File: src/rtl/assert_macros.svh
// Assertion macros shared by the RTL files of the servo sequencer.
`ifndef ASSERT_MACROS_SVH
`define ASSERT_MACROS_SVH

// Check a property on every rising edge outside reset.
`define SQ_ASSERT(label, clk, rst, prop, msg) \
  label: assert property (@(posedge clk) disable iff (rst) (prop)) else $error(msg);

// Check that the antecedent implies the consequent in the same cycle.
`define SQ_ASSERT_IMP(label, clk, rst, ante, cons, msg) \
  `SQ_ASSERT(label, clk, rst, (ante) |-> (cons), msg)

`endif

File: src/rtl/stsq_pkg.sv
// Types, constants and register codes of the servo overshoot move sequencer.
package stsq_pkg;

  localparam int TIME_W   = 32;  // timestamp width, differences wrap at this width
  localparam int ANGLE_W  = 8;
  localparam int SPEED_W  = 24;
  localparam int OVER_W   = 5;
  localparam int HOLD_W   = 11;
  localparam int CFG_W    = 24;  // widest register
  localparam int CFG_IDX_W = 2;

  localparam logic [ANGLE_W-1:0] ANGLE_MAX = 8'd180;
  localparam logic [ANGLE_W-1:0] STEP_MAX  = 8'd255;

  localparam logic [SPEED_W-1:0] SPEED_RESET = 24'd19661;  // 0.3 deg/ms in Q8.16
  localparam logic [OVER_W-1:0]  OVER_RESET  = 5'd5;
  localparam logic [HOLD_W-1:0]  HOLD_RESET  = 11'd300;

  // Register indexes
  localparam logic [CFG_IDX_W-1:0] CFG_SPEED = 2'd0;
  localparam logic [CFG_IDX_W-1:0] CFG_OVER  = 2'd1;
  localparam logic [CFG_IDX_W-1:0] CFG_HOLD  = 2'd2;

  // Item kinds
  localparam logic FUNC_MOVE = 1'b0;
  localparam logic FUNC_TICK = 1'b1;

  typedef enum logic [1:0] {
    PH_IDLE    = 2'd0,
    PH_TO_OVER = 2'd1,
    PH_HOLD    = 2'd2,
    PH_RETURN  = 2'd3
  } phase_t;

  typedef struct packed {
    logic [SPEED_W-1:0] speed;
    logic [OVER_W-1:0]  overshoot;
    logic [HOLD_W-1:0]  hold_ms;
  } cfg_t;

  typedef struct packed {
    phase_t             phase;
    logic               strobe;
    logic               busy;
    logic [ANGLE_W-1:0] position;
  } result_t;

endpackage

File: src/rtl/servo_overshoot_move_sequencer_unit.sv
// Top level of the servo overshoot move sequencer: stream ports, registers, assertions.
//
// Servo overshoot move sequencer. A move item (tuser 0) sets the target, clamped to
// 180 degrees, and starts a slew toward target plus overshoot (capped at 180). A tick
// item (tuser 1) carries a millisecond timestamp; each tick advances the position by
// floor(elapsed * speed / 65536), saturated to 255, where elapsed counts from the last
// step, move or hold expiry. At the overshoot point the block holds for hold_delay_ms,
// then slews back to the target and goes idle. Every item returns exactly one result.
// Rate: one item per clock while the result side does not stall; each item passes the
// input register, then the result register. The rate is set by the state update loop
// (a 32x24 multiply, slew and phase compare), which is combinational between the input
// register and the result register.
// Configuration must be written only while the block is idle; the block itself does not
// enforce it. An index past the last register is ignored.
`include "assert_macros.svh"

module servo_overshoot_move_sequencer_unit (
  input  logic                           clk,
  input  logic                           rst,
  // input stream
  input  logic                           s_tvalid,
  output logic                           s_tready,
  input  logic [39:0]                    s_tdata,   // [7:0] angle, [39:8] now_ms
  input  logic                           s_tuser,   // [0] func
  // result stream
  output logic                           m_tvalid,
  input  logic                           m_tready,
  output logic [15:0]                    m_tdata,   // [7:0] position, [8] busy_res,
                                                    // [9] drive_strobe, [11:10] phase
  // configuration write port
  input  logic                           cfg_we,
  input  logic [stsq_pkg::CFG_IDX_W-1:0] cfg_index,
  input  logic [stsq_pkg::CFG_W-1:0]     cfg_data
);
  import stsq_pkg::*;

  cfg_t               cfg;
  logic               in_valid;
  logic               in_func;
  logic [ANGLE_W-1:0] in_angle;
  logic [TIME_W-1:0]  in_now;
  logic               fire;
  result_t            res;
  result_t            out_res;

  // Configuration registers
  always_ff @(posedge clk) begin
    if (rst) begin
      cfg.speed     <= SPEED_RESET;
      cfg.overshoot <= OVER_RESET;
      cfg.hold_ms   <= HOLD_RESET;
    end else if (cfg_we) begin
      unique case (cfg_index)
        CFG_SPEED: cfg.speed     <= cfg_data[SPEED_W-1:0];
        CFG_OVER:  cfg.overshoot <= cfg_data[OVER_W-1:0];
        CFG_HOLD:  cfg.hold_ms   <= cfg_data[HOLD_W-1:0];
        default:   ;
      endcase
    end
  end

  // Process the held item whenever the result register is free or draining.
  assign fire     = in_valid && (!m_tvalid || m_tready);
  assign s_tready = !in_valid || fire;

  // Input register: take a new transfer while the previous item advances.
  always_ff @(posedge clk) begin
    if (rst) begin
      in_valid <= 1'b0;
    end else if (s_tvalid && s_tready) begin
      in_valid <= 1'b1;
    end else if (fire) begin
      in_valid <= 1'b0;
    end
  end

  always_ff @(posedge clk) begin
    if (s_tvalid && s_tready) begin
      in_func  <= s_tuser;
      in_angle <= s_tdata[ANGLE_W-1:0];
      in_now   <= s_tdata[ANGLE_W+TIME_W-1:ANGLE_W];
    end
  end

  stsq_engine u_engine (
    .clk   (clk),
    .rst   (rst),
    .fire  (fire),
    .func  (in_func),
    .angle (in_angle),
    .now   (in_now),
    .cfg   (cfg),
    .res   (res)
  );

  // Result register: load on fire, drop valid once the transfer completes.
  always_ff @(posedge clk) begin
    if (rst) begin
      m_tvalid <= 1'b0;
    end else if (fire) begin
      m_tvalid <= 1'b1;
    end else if (m_tready) begin
      m_tvalid <= 1'b0;
    end
  end

  always_ff @(posedge clk) begin
    if (fire) out_res <= res;
  end

  assign m_tdata = {4'b0000, out_res};

  // Input side keeps accepting whenever the result side is not stalled.
  `SQ_ASSERT_IMP(a_ready_when_flowing, clk, rst, !(m_tvalid && !m_tready), s_tready, "input stalled while output flows")
  // A held item is never dropped without being processed.
  `SQ_ASSERT(a_item_kept, clk, rst, (in_valid && !fire) |=> in_valid, "held item lost")
  // Busy flag matches the reported phase.
  `SQ_ASSERT_IMP(a_busy_phase, clk, rst, m_tvalid, out_res.busy == (out_res.phase != PH_IDLE), "busy and phase disagree")
  // Commanded position stays within the servo range.
  `SQ_ASSERT_IMP(a_pos_range, clk, rst, m_tvalid, out_res.position <= ANGLE_MAX, "position above 180")

endmodule

File: src/rtl/stsq_step.sv
// Step size: elapsed time times Q8.16 speed, truncated and saturated to 255.
module stsq_step (
  input  logic [stsq_pkg::TIME_W-1:0]  elapsed,
  input  logic [stsq_pkg::SPEED_W-1:0] speed,
  output logic [stsq_pkg::ANGLE_W-1:0] step
);
  import stsq_pkg::*;

  localparam int PROD_W = TIME_W + SPEED_W;
  localparam int FRAC_W = 16;

  logic [PROD_W-1:0] prod;

  assign prod = {{SPEED_W{1'b0}}, elapsed} * {{TIME_W{1'b0}}, speed};

  // Saturate when any bit above the integer byte is set.
  assign step = (prod[PROD_W-1:FRAC_W+ANGLE_W] != '0) ? STEP_MAX
                                                      : prod[FRAC_W+ANGLE_W-1:FRAC_W];

endmodule

File: src/rtl/stsq_engine.sv
// Sequencer state and the combinational next-state logic for one item.
module stsq_engine (
  input  logic                         clk,
  input  logic                         rst,
  input  logic                         fire,
  input  logic                         func,
  input  logic [stsq_pkg::ANGLE_W-1:0] angle,
  input  logic [stsq_pkg::TIME_W-1:0]  now,
  input  stsq_pkg::cfg_t               cfg,
  output stsq_pkg::result_t            res
);
  import stsq_pkg::*;

  logic [ANGLE_W-1:0] cur_pos, cur_pos_next;
  logic [ANGLE_W-1:0] target, target_next;
  phase_t             phase, phase_next;
  logic [TIME_W-1:0]  last_step, last_step_next;
  logic [TIME_W-1:0]  hold_start, hold_start_next;
  logic               strobe;

  logic [TIME_W-1:0]  elapsed;
  logic [TIME_W-1:0]  held;
  logic [ANGLE_W-1:0] step;
  logic [ANGLE_W:0]   over_sum;
  logic [ANGLE_W-1:0] over_goal;
  logic [ANGLE_W-1:0] goal;
  logic [ANGLE_W:0]   up_sum;
  logic [ANGLE_W-1:0] down_gap;
  logic [ANGLE_W-1:0] slewed;
  logic [ANGLE_W-1:0] clamped;
  logic               slewing;
  logic               stepping;
  logic               arrived;
  logic               hold_done;

  assign elapsed = now - last_step;
  assign held    = now - hold_start;

  stsq_step u_step (
    .elapsed (elapsed),
    .speed   (cfg.speed),
    .step    (step)
  );

  assign clamped   = (angle > ANGLE_MAX) ? ANGLE_MAX : angle;
  assign over_sum  = {1'b0, target} + {{(ANGLE_W+1-OVER_W){1'b0}}, cfg.overshoot};
  assign over_goal = (over_sum > {1'b0, ANGLE_MAX}) ? ANGLE_MAX : over_sum[ANGLE_W-1:0];
  assign goal      = (phase == PH_TO_OVER) ? over_goal : target;

  // Move toward the goal by at most one step, never past it.
  assign up_sum   = {1'b0, cur_pos} + {1'b0, step};
  assign down_gap = cur_pos - goal;
  always_comb begin
    if (cur_pos < goal) begin
      slewed = (up_sum > {1'b0, goal}) ? goal : up_sum[ANGLE_W-1:0];
    end else if (cur_pos > goal) begin
      slewed = (down_gap > step) ? (cur_pos - step) : goal;
    end else begin
      slewed = cur_pos;
    end
  end

  assign slewing   = (phase == PH_TO_OVER) || (phase == PH_RETURN);
  assign stepping  = (func == FUNC_TICK) && slewing && (step != '0);
  assign arrived   = (slewed == goal);
  assign hold_done = (held >= TIME_W'(cfg.hold_ms));

  // Next phase
  always_comb begin
    phase_next = phase;
    if (func == FUNC_MOVE) begin
      phase_next = PH_TO_OVER;
    end else begin
      unique case (phase)
        PH_IDLE:    phase_next = PH_IDLE;
        PH_TO_OVER: if (stepping && arrived) phase_next = PH_HOLD;
        PH_HOLD:    if (hold_done) phase_next = PH_RETURN;
        PH_RETURN:  if (stepping && arrived) phase_next = PH_IDLE;
      endcase
    end
  end

  // Datapath next values
  always_comb begin
    cur_pos_next    = cur_pos;
    target_next     = target;
    last_step_next  = last_step;
    hold_start_next = hold_start;
    strobe          = 1'b0;
    if (func == FUNC_MOVE) begin
      target_next    = clamped;
      last_step_next = now;
    end else if (stepping) begin
      cur_pos_next   = slewed;
      strobe         = 1'b1;
      last_step_next = now;
      if (phase == PH_TO_OVER && arrived) hold_start_next = now;
    end else if (phase == PH_HOLD && hold_done) begin
      last_step_next = now;
    end
  end

  always_ff @(posedge clk) begin
    if (rst) begin
      cur_pos   <= '0;
      target    <= '0;
      phase     <= PH_IDLE;
      last_step <= '0;
    end else if (fire) begin
      cur_pos   <= cur_pos_next;
      target    <= target_next;
      phase     <= phase_next;
      last_step <= last_step_next;
    end
  end

  // Written on entry to the hold before it is ever read.
  always_ff @(posedge clk) begin
    if (fire) hold_start <= hold_start_next;
  end

  assign res.position = cur_pos_next;
  assign res.busy     = (phase_next != PH_IDLE);
  assign res.strobe   = strobe;
  assign res.phase    = phase_next;

endmodule

File: config.mk
export PLATFORM = sky130hd
export DESIGN_NAME = servo_overshoot_move_sequencer_unit
export DESIGN_NICKNAME = d
export VERILOG_FILES = /design/src/rtl/stsq_pkg.sv /design/src/rtl/servo_overshoot_move_sequencer_unit.sv /design/src/rtl/stsq_step.sv /design/src/rtl/stsq_engine.sv
export VERILOG_INCLUDE_DIRS = /design/src /design/src/rtl
export SDC_FILE = /design/constraint.sdc
export NUM_CORES = 2
export LEC_CHECK = 0
export BUFFER_PORTS_ARGS = -buffer_cell sky130_fd_sc_hd__buf_2
export CAP_MARGIN = 20
export CORE_MARGIN = 8
export CORE_UTILIZATION = 55
export DETAILED_ROUTE_END_ITERATION = 12
export PLACE_DENSITY = 0.75
export SLEW_MARGIN = 15
export SYNTH_ARGS = -nofsm -noshare
export SYNTH_HDL_FRONTEND = slang
export SYNTH_HIERARCHICAL = 1
export SYNTH_SLANG_ARGS = --single-unit
File: constraint.sdc
create_clock -name clk -period 18.6 [get_ports clk]
set_input_delay 1.86 -clock clk [delete_from_list [all_inputs] [get_ports clk]]
set_output_delay 1.86 -clock clk [all_outputs]
set_load 0.1 [all_outputs]
==> metrics <==
max-cap viol count=0; largest stage delay on the critical path=between 0.9 and 1 ns; PortBufs=85; CP bufs+invs=8; skew final=approximately 0.016 ns; reg2reg end=u_engine/hold_start[22]; initial DRC count=2321; delay-heaviest family, CP=adder cells; diode count=0; Die Ht=278 µm; critical path arrival=15.86 ns; hold endpoint=u_engine/last_step[21]; Slowest-stage cell, CP=xnor2_4; dpl ws=approximately 3 ns; Overall Global Routing Usage=0.272; synth warn=6; share of cells above drive strength 1=0.0729; DRT Pass-1 Iters=6; Die Wd=approximately 280 µm; Worst-Margin Slew=1.19 ns; Critical Path Source Type=register; DPL Wire Length=around 80000 µm; setup bufs post-CTS=0; commonest non-fill, non-tap cell in the layout=inv_1; Slew headroom=0.207; std cell rows=96; initial antenna violation count=3; cts repair resizes=0; RSZ-0062 raised after global routing=false; setup TNS=0 ns; final hold vios=0; Finish-stage setup viols=0; Slew Viols, Final=0; post-route ant nets=0; setup ws final=approximately 2.8 ns; # DRC=0; H-tree depth=4; core area=~68000 µm²; worst hold slack=0.464 ns; ys async rst share=0; vias in the first global route=about 31000; later-pin clock latency in the skew report=around 0.46 ns; Starting Density=0.554; total wire length=between 100000 and 150000 µm; Sink Count=between 150 and 200; CTS root buf=clkbuf_16; CP Data Required Time=between 15 and 20 ns; crit path kind=reg -> reg; Setup crit end kind=register; FMAX=approximately 63 MHz; CTS Buf Count=17; Crit Path Max Fanout=32; Final period util=0.848; GP Congestion=around 0.98; worst hold stages=2; ys flop type=dfxtp_1; first-pass GRT wire length=169000 µm; share of the yosys chip area belonging to registers=0.116; Nets=just over 5000; via count=around 30000; EDFF count, synth=between 80 and 90; fill cell count=between 5000 and 6000; Area growth, synth to finish=5.07%; Synth Cell Area=about 38000 µm²; Synth cell types=between 100 and 150; largest net degree at the start of global routing=69; Worst-path clk slew=approximately 0.08 ns; Min-Delay Path Class=reg -> reg; Synth Instances=around 4200; Finished Layout Cells=about 5000; status=finished clean; CTS hold repair buffers=0; R2R depth=54; Cells after DPL=about 5000; crit-path most repeated cell=fa_1; # IOs=90; hold wc startpoint=u_engine/last_step[21]; CTS tree=yes; reg2reg start=in_now[1]; vias per cell=just under 6; Tmin final=between 15 and 20 ns; flop-to-flop setup slack=around 2.8 ns; Yosys reg bits=177; Overflow after GRT=0; CTS max path bufs=2; commonest cells after routing, fill and taps aside=665 x inv_1, 663 x fa_1, 469 x and2_1; Avg Cell Area, Syn=about 9 µm²; WL/cell=around 21 µm; Die Footprint=77500 µm²
## area by class of cell
type	count	area (µm²)	share of cell area
Inverter	666	2500	0.0629
Sequential cell	177	4400	0.111
Tap cell	882	1100	0.0278
Clock inverter	14	183	0.00459
Timing Repair Buffer	140	841	0.0211
Clock buffer	18	450	0.0113
Multi-Input combinational cell	3126	30300	0.762
## worst register-to-register path: cells and delay by family, from the launching register on
family,cells,cell delay (ns)
AND/OR/NAND/NOR,15,3.19
buffers and inverters,8,1.01
XOR/XNOR,3,1.48
AO/OA/AOI/OAI,16,3.87
flip-flops,1,0.49
adder cells (fa/ha/maj),12,5.33
## layer usage
layer	wire length [µm]	up-vias	GRT usage
li1	-	13200	-
met1	42800	14900	0.354
met2	50100	1210	0.459
met3	7580	240	0.0422
met4	3720	0	0.0983
met5	0	-	0
## synth_stat cells (11+ instances only)
cell | n | area (µm²)
o21bai_1 | 12 | 90.1
xnor2_1 | 68 | 596
nor2_1 | 165 | 619
nand3_1 | 73 | 365
nand2b_1 | 74 | 463
a21oi_1 | 188 | 941
and3_1 | 22 | 138
fa_1 | 663 | 13300
xor2_1 | 36 | 315
o21ai_0 | 85 | 425
nand2_1 | 425 | 1600
edfxtp_1 | 85 | 2550
clkbuf_1 | 170 | 638
and2_1 | 471 | 2950
inv_1 | 665 | 2500
o21ai_1 | 19 | 95.1
nor3_1 | 32 | 160
o211ai_1 | 20 | 150
a31oi_1 | 17 | 106
buf_2 | 25 | 125
or3_1 | 13 | 81.3
nor2b_1 | 24 | 150
dfxtp_1 | 92 | 1840
nand4_1 | 29 | 181
o211ai_2 | 31 | 388
a21o_1 | 42 | 315
ha_1 | 293 | 3670
o21a_1 | 29 | 218
mux2i_1 | 56 | 561
nor4_1 | 11 | 68.8
## how the worst max path moves through the flow
stage | startpoint | end | slack (ns) | depth (start not counted)
2_1_floorplan | in_now[0] | u_engine/hold_start[0] | 4.01 | 58
3_3_place_gp | in_now[1] | u_engine/hold_start[26] | 3.26 | 54
3_5_place_dp | in_now[1] | u_engine/hold_start[22] | 3.07 | 54
4_1_cts | in_now[1] | u_engine/hold_start[22] | 3.00 | 54
5_1_grt | in_now[1] | u_engine/hold_start[22] | 2.01 | 54
6_report | in_now[1] | u_engine/hold_start[22] | 2.83 | 54
## cell families after synthesis
group	Yosys count	synth area share
xor gates and xnor gates	105	0.0247
muxes	63	0.0170
other	1	0.0000991
DFF	177	0.116
and+or+nand+nor	1394	0.192
buffers and inverters	880	0.0909
adders and majority gates	956	0.448
AOI/OAI and AO/OA	604	0.111
## sequential cells by signal, indices dropped and copies added (netlist names)
name,flops
u_engine/phase,2
m_tdata,12
u_engine/hold_start,32
m_tvalid,1
u_engine/last_step,32
in_angle,8
cfg,40
in_func,1
in_now,32
u_engine/target,8
u_engine/cur_pos,8
in_valid,1
## through the flow
stage           util  cell area, µm²
6_report       0.582           39800
3_5_place_dp   0.572           39100
5_1_grt        0.582           39800
4_1_cts        0.582           39800
3_3_place_gp   0.572           39100
2_1_floorplan      -           37900
Power is left out: the tool's default activity adds up to more than one toggle a clock period on the data nets, which glitch-free logic cannot reach.
